$ cat src/fsg_pkg.sv
// Shared types and constants for the frontier successor generator.
// No dependencies; imported by every module of the block.
package fsg_pkg;

  localparam int SLOT_BITS = 5;
  localparam int LOW_BITS  = 64;
  localparam int HIGH_BITS = 61;
  localparam int KEY_BITS  = LOW_BITS + HIGH_BITS;
  localparam int NUM_IDS   = 32;

  // at most this many join successors per key
  localparam logic [3:0] MAX_JOINS = 4'd13;
  localparam logic [4:0] HEIGHT_RESET = 5'd8;

  typedef logic [SLOT_BITS-1:0] slot_t;
  // a colour id before relabeling, one bit wider than a slot
  typedef logic [SLOT_BITS:0]   newid_t;
  typedef logic [KEY_BITS-1:0]  key_t;

  typedef enum logic [1:0] {
    PH_EMPTY,
    PH_ONE,
    PH_JOIN,
    PH_FRESH
  } phase_t;

endpackage

$ cat src/fsg_relabel.sv
// Builds one successor key: shift in a new id, drop the top slot, relabel.
// Depends on fsg_pkg.
module fsg_relabel #(
  parameter int MAX_HEIGHT = 24
) (
  input  fsg_pkg::key_t   key,
  input  fsg_pkg::slot_t  h,
  input  fsg_pkg::newid_t newid,
  output fsg_pkg::key_t   key_out
);
  import fsg_pkg::*;

  localparam int NSLOT = MAX_HEIGHT + 1;

  newid_t           s   [NSLOT];
  slot_t            pc  [NSLOT];
  logic [NSLOT-1:0] first;

  always_comb begin
    for (int k = 0; k < NSLOT; k++) begin
      if (k == 0) begin
        s[k] = newid;
      end else if (5'(k) <= h) begin
        s[k] = {1'b0, key[(k-1)*SLOT_BITS +: SLOT_BITS]};
      end else begin
        s[k] = '0;
      end
    end
    // mark first occurrence of each nonzero id
    for (int k = 0; k < NSLOT; k++) begin
      first[k] = (s[k] != '0);
      for (int j = 0; j < k; j++) begin
        if (s[j] == s[k]) first[k] = 1'b0;
      end
    end
    for (int k = 0; k < NSLOT; k++) begin
      pc[k] = '0;
      for (int j = 0; j <= k; j++) begin
        pc[k] = pc[k] + slot_t'(first[j]);
      end
    end
  end

  always_comb begin
    slot_t lab;
    key_out = '0;
    for (int k = 0; k < NSLOT; k++) begin
      lab = first[k] ? pc[k] : '0;
      for (int j = 0; j < k; j++) begin
        if (first[j] && (s[j] == s[k])) lab = lab | pc[j];
      end
      key_out[k*SLOT_BITS +: SLOT_BITS] = lab;
    end
  end

endmodule

$ cat src/frontier_successor_generator_core.sv
// Top level of the frontier successor generator: item register, successor
// sequencer and result register. Depends on fsg_pkg and fsg_relabel.
//
//   channel | direction | handshake         | beat
//   in_     | input     | in_valid/in_stall | one frontier key with row and column flag
//   out_    | output    | out_valid/out_stall | one successor key with its weight
//   cfg_    | input     | cfg_valid/cfg_ready | strip height
//
// A key is decoded as it enters the item register; its successors then leave
// one per cycle through the result register unless out_stall holds them; a
// key has 1 to 15 successors. The next key enters on the cycle its
// predecessor's last successor is registered. out_stall freezes the result
// register and the sequencer while a beat is held; in_stall rises while the
// item register still holds successors. Reset (rst_n low, synchronous)
// empties both registers and sets the height to 8.
module frontier_successor_generator_core #(
  parameter int MAX_HEIGHT = 24
) (
  input  logic                          clk,
  input  logic                          rst_n,
  input  logic                          in_valid,
  output logic                          in_stall,
  input  logic [fsg_pkg::LOW_BITS-1:0]  in_key_low,
  input  logic [fsg_pkg::HIGH_BITS-1:0] in_key_high,
  input  logic [4:0]                    in_row,
  input  logic                          in_past_first_column,
  output logic                          out_valid,
  input  logic                          out_stall,
  output logic [fsg_pkg::LOW_BITS-1:0]  out_next_key_low,
  output logic [fsg_pkg::HIGH_BITS-1:0] out_next_key_high,
  output logic signed [4:0]             out_weight_constant,
  output logic                          out_weight_q,
  output logic                          out_cell_filled,
  output logic                          out_last,
  input  logic                          cfg_valid,
  output logic                          cfg_ready,
  input  logic [4:0]                    cfg_height
);
  import fsg_pkg::*;

  localparam int NSLOT = MAX_HEIGHT + 1;

  // configuration
  slot_t cfg_height_r;
  slot_t h_eff;

  assign cfg_ready = 1'b1;

  always_ff @(posedge clk) begin
    if (!rst_n) begin
      cfg_height_r <= HEIGHT_RESET;
    end else if (cfg_valid) begin
      cfg_height_r <= cfg_height;
    end
  end

  // height zero acts as one, anything above the maximum clamps
  always_comb begin
    if (cfg_height_r == '0) begin
      h_eff = slot_t'(1);
    end else if (cfg_height_r > slot_t'(MAX_HEIGHT)) begin
      h_eff = slot_t'(MAX_HEIGHT);
    end else begin
      h_eff = cfg_height_r;
    end
  end

  // decode of the incoming key
  key_t                 key_in;
  logic [NUM_IDS-1:0]   pres_in;
  newid_t               fresh_in;
  slot_t                wcf_in;
  slot_t                nbv   [4];
  logic [3:0]           nben;
  slot_t                id1_in;
  logic                 nb0_in;
  logic                 nbm_in;

  assign key_in = {in_key_high, in_key_low};

  always_comb begin
    slot_t        mx;
    logic [5:0]   b;
    logic [5:0]   bs;
    logic         found;
    pres_in = '0;
    for (int k = 0; k < NSLOT; k++) begin
      if (5'(k) <= h_eff) pres_in[key_in[k*SLOT_BITS +: SLOT_BITS]] = 1'b1;
    end
    pres_in[0] = 1'b0;
    mx = '0;
    for (int x = 1; x < NUM_IDS; x++) begin
      if (pres_in[x]) mx = slot_t'(x);
    end
    fresh_in = {1'b0, mx} + newid_t'(1);
    b  = 6'($countones(pres_in));
    bs = (b > 6'd16) ? 6'd16 : b;
    wcf_in = 5'(6'd32 - bs);

    // neighbour slots in the order they are scanned
    nbv[0] = key_in[0 +: SLOT_BITS];
    nbv[1] = key_in[7'(h_eff - 5'd2) * 7'd5 +: SLOT_BITS];
    nbv[2] = key_in[7'(h_eff - 5'd1) * 7'd5 +: SLOT_BITS];
    nbv[3] = key_in[7'(h_eff) * 7'd5 +: SLOT_BITS];
    nben[0] = (in_row != '0);
    nben[1] = in_past_first_column && (({1'b0, in_row} + 6'd1) < {1'b0, h_eff});
    nben[2] = in_past_first_column;
    nben[3] = in_past_first_column && (in_row != '0);

    found  = 1'b0;
    id1_in = '0;
    for (int i = 0; i < 4; i++) begin
      if (nben[i] && nbv[i] != '0 && !found) begin
        found  = 1'b1;
        id1_in = nbv[i];
      end
    end
    nb0_in = !found;
    nbm_in = 1'b0;
    for (int i = 0; i < 4; i++) begin
      if (nben[i] && nbv[i] != '0 && nbv[i] != id1_in) nbm_in = 1'b1;
    end
  end

  // item register
  logic               item_v_r;
  key_t               key_r;
  logic [NUM_IDS-1:0] rem_r;
  newid_t             fresh_r;
  slot_t              wcf_r;
  slot_t              id1_r;
  logic               nb0_r;
  logic               nbm_r;
  logic [3:0]         joins_r;
  phase_t             phase_r, phase_nxt;

  // result register
  logic               out_valid_r;
  key_t               out_key_r;
  slot_t              out_wc_r;
  logic               out_q_r;
  logic               out_filled_r;
  logic               out_last_r;

  logic               out_free;
  logic               emit;
  logic               load;
  logic [NUM_IDS-1:0] low_oh;
  newid_t             low_id;
  newid_t             cur_id;
  logic               cur_last;
  slot_t              cur_wc;
  logic               cur_q;
  logic               cur_filled;
  key_t               succ_key;

  assign out_free = !out_valid_r || !out_stall;
  assign emit     = item_v_r && out_free;
  assign in_stall = item_v_r && !(out_free && cur_last);
  assign load     = in_valid && !in_stall;

  // lowest colour still to join
  assign low_oh = rem_r & (~rem_r + NUM_IDS'(1));
  always_comb begin
    low_id = '0;
    for (int x = 0; x < NUM_IDS; x++) begin
      if (low_oh[x]) low_id = newid_t'(x);
    end
  end

  // sequencer outputs
  always_comb begin
    cur_id     = '0;
    cur_last   = 1'b0;
    cur_wc     = slot_t'(1);
    cur_q      = 1'b0;
    cur_filled = 1'b1;
    case (phase_r)
      PH_EMPTY: begin
        cur_filled = 1'b0;
        cur_last   = nbm_r;
      end
      PH_ONE: begin
        cur_id   = {1'b0, id1_r};
        cur_last = 1'b1;
      end
      PH_JOIN: begin
        cur_id = low_id;
      end
      PH_FRESH: begin
        cur_id   = fresh_r;
        cur_wc   = wcf_r;
        cur_q    = 1'b1;
        cur_last = 1'b1;
      end
      default: begin
        cur_id = '0;
      end
    endcase
  end

  // sequencer next phase
  always_comb begin
    phase_nxt = phase_r;
    if (load) begin
      phase_nxt = PH_EMPTY;
    end else if (emit) begin
      case (phase_r)
        PH_EMPTY: begin
          if (nbm_r) begin
            phase_nxt = PH_EMPTY;
          end else if (!nb0_r) begin
            phase_nxt = PH_ONE;
          end else if (rem_r != '0) begin
            phase_nxt = PH_JOIN;
          end else begin
            phase_nxt = PH_FRESH;
          end
        end
        PH_JOIN: begin
          if ((joins_r == MAX_JOINS - 4'd1) || ((rem_r & ~low_oh) == '0)) begin
            phase_nxt = PH_FRESH;
          end
        end
        default: phase_nxt = PH_EMPTY;
      endcase
    end
  end

  always_ff @(posedge clk) begin
    if (!rst_n) begin
      item_v_r <= 1'b0;
      phase_r  <= PH_EMPTY;
    end else begin
      phase_r <= phase_nxt;
      if (load) begin
        item_v_r <= 1'b1;
      end else if (emit && cur_last) begin
        item_v_r <= 1'b0;
      end
    end
  end

  // item payload: load a new key, or drop the colour just joined
  always_ff @(posedge clk) begin
    if (load) begin
      key_r   <= key_in;
      rem_r   <= pres_in;
      fresh_r <= fresh_in;
      wcf_r   <= wcf_in;
      id1_r   <= id1_in;
      nb0_r   <= nb0_in;
      nbm_r   <= nbm_in;
      joins_r <= '0;
    end else if (emit && phase_r == PH_JOIN) begin
      rem_r   <= rem_r & ~low_oh;
      joins_r <= joins_r + 4'd1;
    end
  end

  fsg_relabel #(
    .MAX_HEIGHT (MAX_HEIGHT)
  ) u_relabel (
    .key     (key_r),
    .h       (h_eff),
    .newid   (cur_id),
    .key_out (succ_key)
  );

  // result register: advance when the slot is free, hold while stalled
  always_ff @(posedge clk) begin
    if (!rst_n) begin
      out_valid_r <= 1'b0;
    end else if (out_free) begin
      out_valid_r <= emit;
    end
  end

  always_ff @(posedge clk) begin
    if (emit) begin
      out_key_r    <= succ_key;
      out_wc_r     <= cur_wc;
      out_q_r      <= cur_q;
      out_filled_r <= cur_filled;
      out_last_r   <= cur_last;
    end
  end

  assign out_valid           = out_valid_r;
  assign out_next_key_low    = out_key_r[LOW_BITS-1:0];
  assign out_next_key_high   = out_key_r[KEY_BITS-1:LOW_BITS];
  assign out_weight_constant = signed'(out_wc_r);
  assign out_weight_q        = out_q_r;
  assign out_cell_filled     = out_filled_r;
  assign out_last            = out_last_r;

endmodule

$ cat config.mk
export PLATFORM = sky130hd
export DESIGN_NAME = frontier_successor_generator_core
export DESIGN_NICKNAME = d
export VERILOG_FILES = /design/src/fsg_pkg.sv /design/src/fsg_relabel.sv /design/src/frontier_successor_generator_core.sv
export SDC_FILE = /design/constraint.sdc
export NUM_CORES = 2
export LEC_CHECK = 0
export ABC_AREA = 0
export BUFFER_PORTS_ARGS = -buffer_cell sky130_fd_sc_hd__buf_2
export CAP_MARGIN = 15
export CORE_ASPECT_RATIO = 2
export CORE_MARGIN = 5
export CORE_UTILIZATION = 30
export DETAILED_ROUTE_END_ITERATION = 12
export RECOVER_POWER = 25
export SYNTH_ARGS = -nofsm -noshare
export SYNTH_HDL_FRONTEND = slang
export SYNTH_SLANG_ARGS = --single-unit
$ cat constraint.sdc
create_clock -name clk -period 14.8 [get_ports clk]
set_input_delay 0.74 -clock clk [delete_from_list [all_inputs] [get_ports clk]]
set_output_delay 0.74 -clock clk [all_outputs]
set_load 0.01 [all_outputs]
==> impl_metrics.env, run 1 <==
export IMPL_status="aborted with a tool error"
export IMPL_flow_stopped_at="global routing"
export IMPL_tool_error="[ERROR GRT-0116] Global routing finished with congestion. Check the congestion regions in the DRC Viewer."
export IMPL_ys_warn_count=0
export IMPL_synthArstFlopShare_pct=0
export IMPL_rows=244
export IMPL_synth_cells=8529
export IMPL_cts_root_buffer="clkbuf_16"
export IMPL_ctsResizeCount=0
export IMPL_grt_ovfl_total=7207
export IMPL_synthFlopType="edfxtp_1"
export IMPL_placed_area_um2=75800
export IMPL_yosysTopAreaCellShare_pct=13.6
export IMPL_grt_pass1_wl_um=1330000
export IMPL_hpwlAfterDp_um=580000
export IMPL_ys_ff_latch=305
export IMPL_numPortBuffers=265
export IMPL_synthTopCellsByArea="xnor2_1, edfxtp_1, mux4_2"
export IMPL_dpl_worst_slack_ps=1230
export IMPL_die_width_um=343
export IMPL_cts_buffers=36
export IMPL_die_height_um=677
export IMPL_synth_area_per_cell_um2=7.81
export IMPL_postCtsHoldBufs=0
export IMPL_cts_htree_levels=2
export IMPL_cts_sinks=305
export IMPL_start_util_pct=30.2
export IMPL_post_cts_buffers=0
export IMPL_synth_common_cells="xnor2_1, nand2_1, clkbuf_1, nor2_1, nand3_1"
export IMPL_ys_seq_area_share_pct=13.5
export IMPL_synth_most_common_cell="xnor2_1"
export IMPL_netlist_cell_type_count=119
export IMPL_cts_buffer_depth=3
export IMPL_post_place_cells=11744
export IMPL_synth_top_cell_by_area="xnor2_1"
export IMPL_place_congestion=1.27
export IMPL_io_pins=277
export IMPL_grtUsageTotal_pct=77.6
export IMPL_grt_max_degree=151
export IMPL_synth_edf_count=292
export IMPL_synth_area_um2=66600
export IMPL_grt_pass1_vias=117577
-- routing by layer --
| metal | GRT usage [%] | GRT overflow |
|---|---|---|
| met1 | 74.1 | 77 |
| met2 | 100 | 5234 |
| met3 | 56.2 | 117 |
| met4 | 83.5 | 1762 |
| met5 | 21.7 | 17 |
-- cell families after synthesis --
logic type	synth area share [%]
DFF	13.5
AOI/OAI and AO/OA	22.4
xor gates and xnor gates	18.8
buffers and inverters	6.34
and+or+nand+nor	22.3
adders and majority gates	2.97
other	0.0113
muxes	13.7
-- stage by stage --
stage | hold slack (ps) | util (%)
4_1_cts | 261 | 34.8
3_5_place_dp | 486 | 34.3
3_3_place_gp | 465 | 34.2
2_1_floorplan | 456 | -
==> run 2: changes to the inputs <==
--- a/config.mk
+++ b/config.mk
@@ -8,10 +8,10 @@
 export ABC_AREA = 0
 export BUFFER_PORTS_ARGS = -buffer_cell sky130_fd_sc_hd__buf_2
 export CAP_MARGIN = 15
-export CORE_ASPECT_RATIO = 2
 export CORE_MARGIN = 5
-export CORE_UTILIZATION = 30
+export CORE_UTILIZATION = 20
 export DETAILED_ROUTE_END_ITERATION = 12
+export PLACE_DENSITY_LB_ADDON = 0.15
 export RECOVER_POWER = 25
 export SYNTH_ARGS = -nofsm -noshare
 export SYNTH_HDL_FRONTEND = slang
==> constraint.sdc (replaced) <==
create_clock -name clk -period 19.2 [get_ports clk]
set_input_delay 0.96 -clock clk [delete_from_list [all_inputs] [get_ports clk]]
set_output_delay 0.96 -clock clk [all_outputs]
set_load 0.01 [all_outputs]
==> impl_metrics.env, run 2 <==
export IMPL_firstDrtPassIters=11
export IMPL_fmax_mhz=54.0
export IMPL_hold_ws_ps=492
export IMPL_rsz0062_at_grt="false"
export IMPL_cp_num_buf_inv=6
export IMPL_critPathMaxFanout=34
export IMPL_cts_buffers=43
export IMPL_crit_family="adder cells"
export IMPL_ys_warn_count=0
export IMPL_ctsResizeCount=0
export IMPL_start_util_pct=20.0
export IMPL_cpMostUsedCell="ha_1"
export IMPL_clock_skew_ps=64.5
export IMPL_power_density_nw_per_um2=173
export IMPL_violations="DRC, capacitance limit, slew limit"
export IMPL_hold_viol_final=0
export IMPL_cts_root_buffer="clkbuf_16"
export IMPL_synth_most_common_cell="xnor2_1"
export IMPL_rows=212
export IMPL_top_regs="key_r x120, out_key_r x115, rem_r x31"
export IMPL_place_congestion=1.10
export IMPL_numPortBuffers=265
export IMPL_post_cts_buffers=0
export IMPL_slew_viol_final=1492
export IMPL_max_slew_margin_rel_pct=-66.5
export IMPL_grt_util_met2_pct=52.6
export IMPL_synthFlopType="edfxtp_1"
export IMPL_die_area_um2=345000
export IMPL_final_nets=8917
export IMPL_grt_pass1_wl_um=820000
export IMPL_largest_register_ffs=120
export IMPL_synth_area_um2=66600
export IMPL_ys_ff_latch=305
export IMPL_synth_area_per_cell_um2=7.81
export IMPL_hold_class="flop to flop"
export IMPL_clk_latency_ps=730
export IMPL_synth_top_cell_by_area="xnor2_1"
export IMPL_die_width_um=587
export IMPL_cp_slowest_stage_delay_ps=1470
export IMPL_critPathArrivalTime_ps=19030
export IMPL_synth_common_cells="xnor2_1, nand2_1, clkbuf_1, nor2_1, nand3_1"
export IMPL_cts_buffer_depth=3
export IMPL_finalSetupTns_ps=0
export IMPL_setup_violations=0
export IMPL_peakVddDrop_mv=0.207
export IMPL_vias_per_cell=6.47
export IMPL_grt_pass1_vias=79145
export IMPL_slowest_stage="dfxtp_1"
export IMPL_use_met3_pct=10.0
export IMPL_final_cell_mix="xnor2_1, nand2_1, buf_4, nor2_1, nand3_1"
export IMPL_clk_pin_slew_ps=60
export IMPL_postCtsHoldBufs=0
export IMPL_area_growth_pct=16.4
export IMPL_leakage_nw=26.3
export IMPL_ys_seq_area_share_pct=13.5
export IMPL_drive_gt1_share_pct=16.6
export IMPL_wl_per_cell_um=48.4
export IMPL_hpwlAfterDp_um=481000
export IMPL_drt_first_iter_violations=14305
export IMPL_cp_required_ps=19720
export IMPL_status="finished with violations"
export IMPL_synth_edf_count=292
export IMPL_antenna_found_initial=105
export IMPL_final_common_cell="xnor2_1"
export IMPL_synth_cells=8529
export IMPL_crit_path_start="cfg_height_r[1]"
export IMPL_grtUsageTotal_pct=35.0
export IMPL_crit_type="flop to flop"
export IMPL_synthTopCellsByArea="xnor2_1, edfxtp_1, mux4_2"
export IMPL_grt_ovfl_total=0
export IMPL_grt_max_degree=145
export IMPL_io_pins=277
export IMPL_synthArstFlopShare_pct=0
export IMPL_cap_violations=86
export IMPL_min_from="item_v_r"
export IMPL_yosysTopAreaCellShare_pct=13.6
export IMPL_registers_top_by_ff_count="key_r"
export IMPL_ant_nets=0
export IMPL_coreArea_um2=333000
export IMPL_busiest_layer="met2"
export IMPL_fin_crit_sh_pct=96.4
export IMPL_vias=84816
export IMPL_endpoint_kind="flop"
export IMPL_die_height_um=587
export IMPL_cts_tree="yes"
export IMPL_netlist_cell_type_count=119
export IMPL_cts_htree_levels=2
export IMPL_routed_wl_um=635000
export IMPL_drc=1
export IMPL_timing_rr_start="cfg_height_r[1]"
export IMPL_period_minus_slack_ps=18510
export IMPL_met1_usage_pct=40.7
export IMPL_worstMarginPinSlew_ps=2500
export IMPL_start_kind="flop"
export IMPL_cts_sinks=305
## run 2: cell counts after synthesis
No cell type changed its count.
## run 2: logic make-up after synthesis
group                    share of synthesized area [%]
flip-flops                                        13.5
other                                           0.0113
AND/OR/NAND/NOR                                   22.3
adder cells (fa/ha/maj)                           2.97
XOR/XNOR                                          18.8
AO/OA/AOI/OAI                                     22.4
buffers and inverters                             6.34
multiplexers                                      13.7
## run 2: area by class of cell
type / count / area [µm²]
clock buffer: 53 / 1140
tap: 4387 / 5490
clock inverter: 26 / 339
fill: 36869 / 255000
antenna: 51 / 128
sequential: 305 / 9040
timing repair buffer: 888 / 5820
multi-input combinational: 7160 / 54700
inverter: 245 / 938
## run 2: metal layers
metal	part of all wire [%]	wire [µm]	vias up
met2	42	268000	7220
li1	-	-	32617
met4	11	70800	40
met3	10	63600	2314
met1	37	233000	42625
met5	0.040	255	-
## run 2: metrics by stage
stage                     std cells  instance area [µm²]  power (mW)  util, %  worst slack [ps]
after floorplan                8539                66700        7.01        -              4690
after global placement        12959                75900        11.9     22.8              1930
after detailed placement      12967                76000        12.0     22.8              1490
after CTS                     13046                77500        12.9     23.3              1450
after global routing          13076                77400        13.6     23.3               382
final                         13115                77500        13.4     23.3               689
## run 2: power by group
| group | leakage (nW) | internal, mW | switching [mW] |
|---|---|---|---|
| sequential | 2.93 | 1.01 | 0.0953 |
| combinational | 22.7 | 3.24 | 8.18 |
| clock | 0.718 | 0.488 | 0.378 |
## run 2: worst paths after layout
path	to	slack (ps)	cells past startpoint
setup / recovery	out_key_r[124]	690	44
hold / removal	out_valid	490	1
setup reg to reg	out_key_r[124]	690	44
hold reg to reg	out_valid	490	1
(Power assumes the default switching activity.)
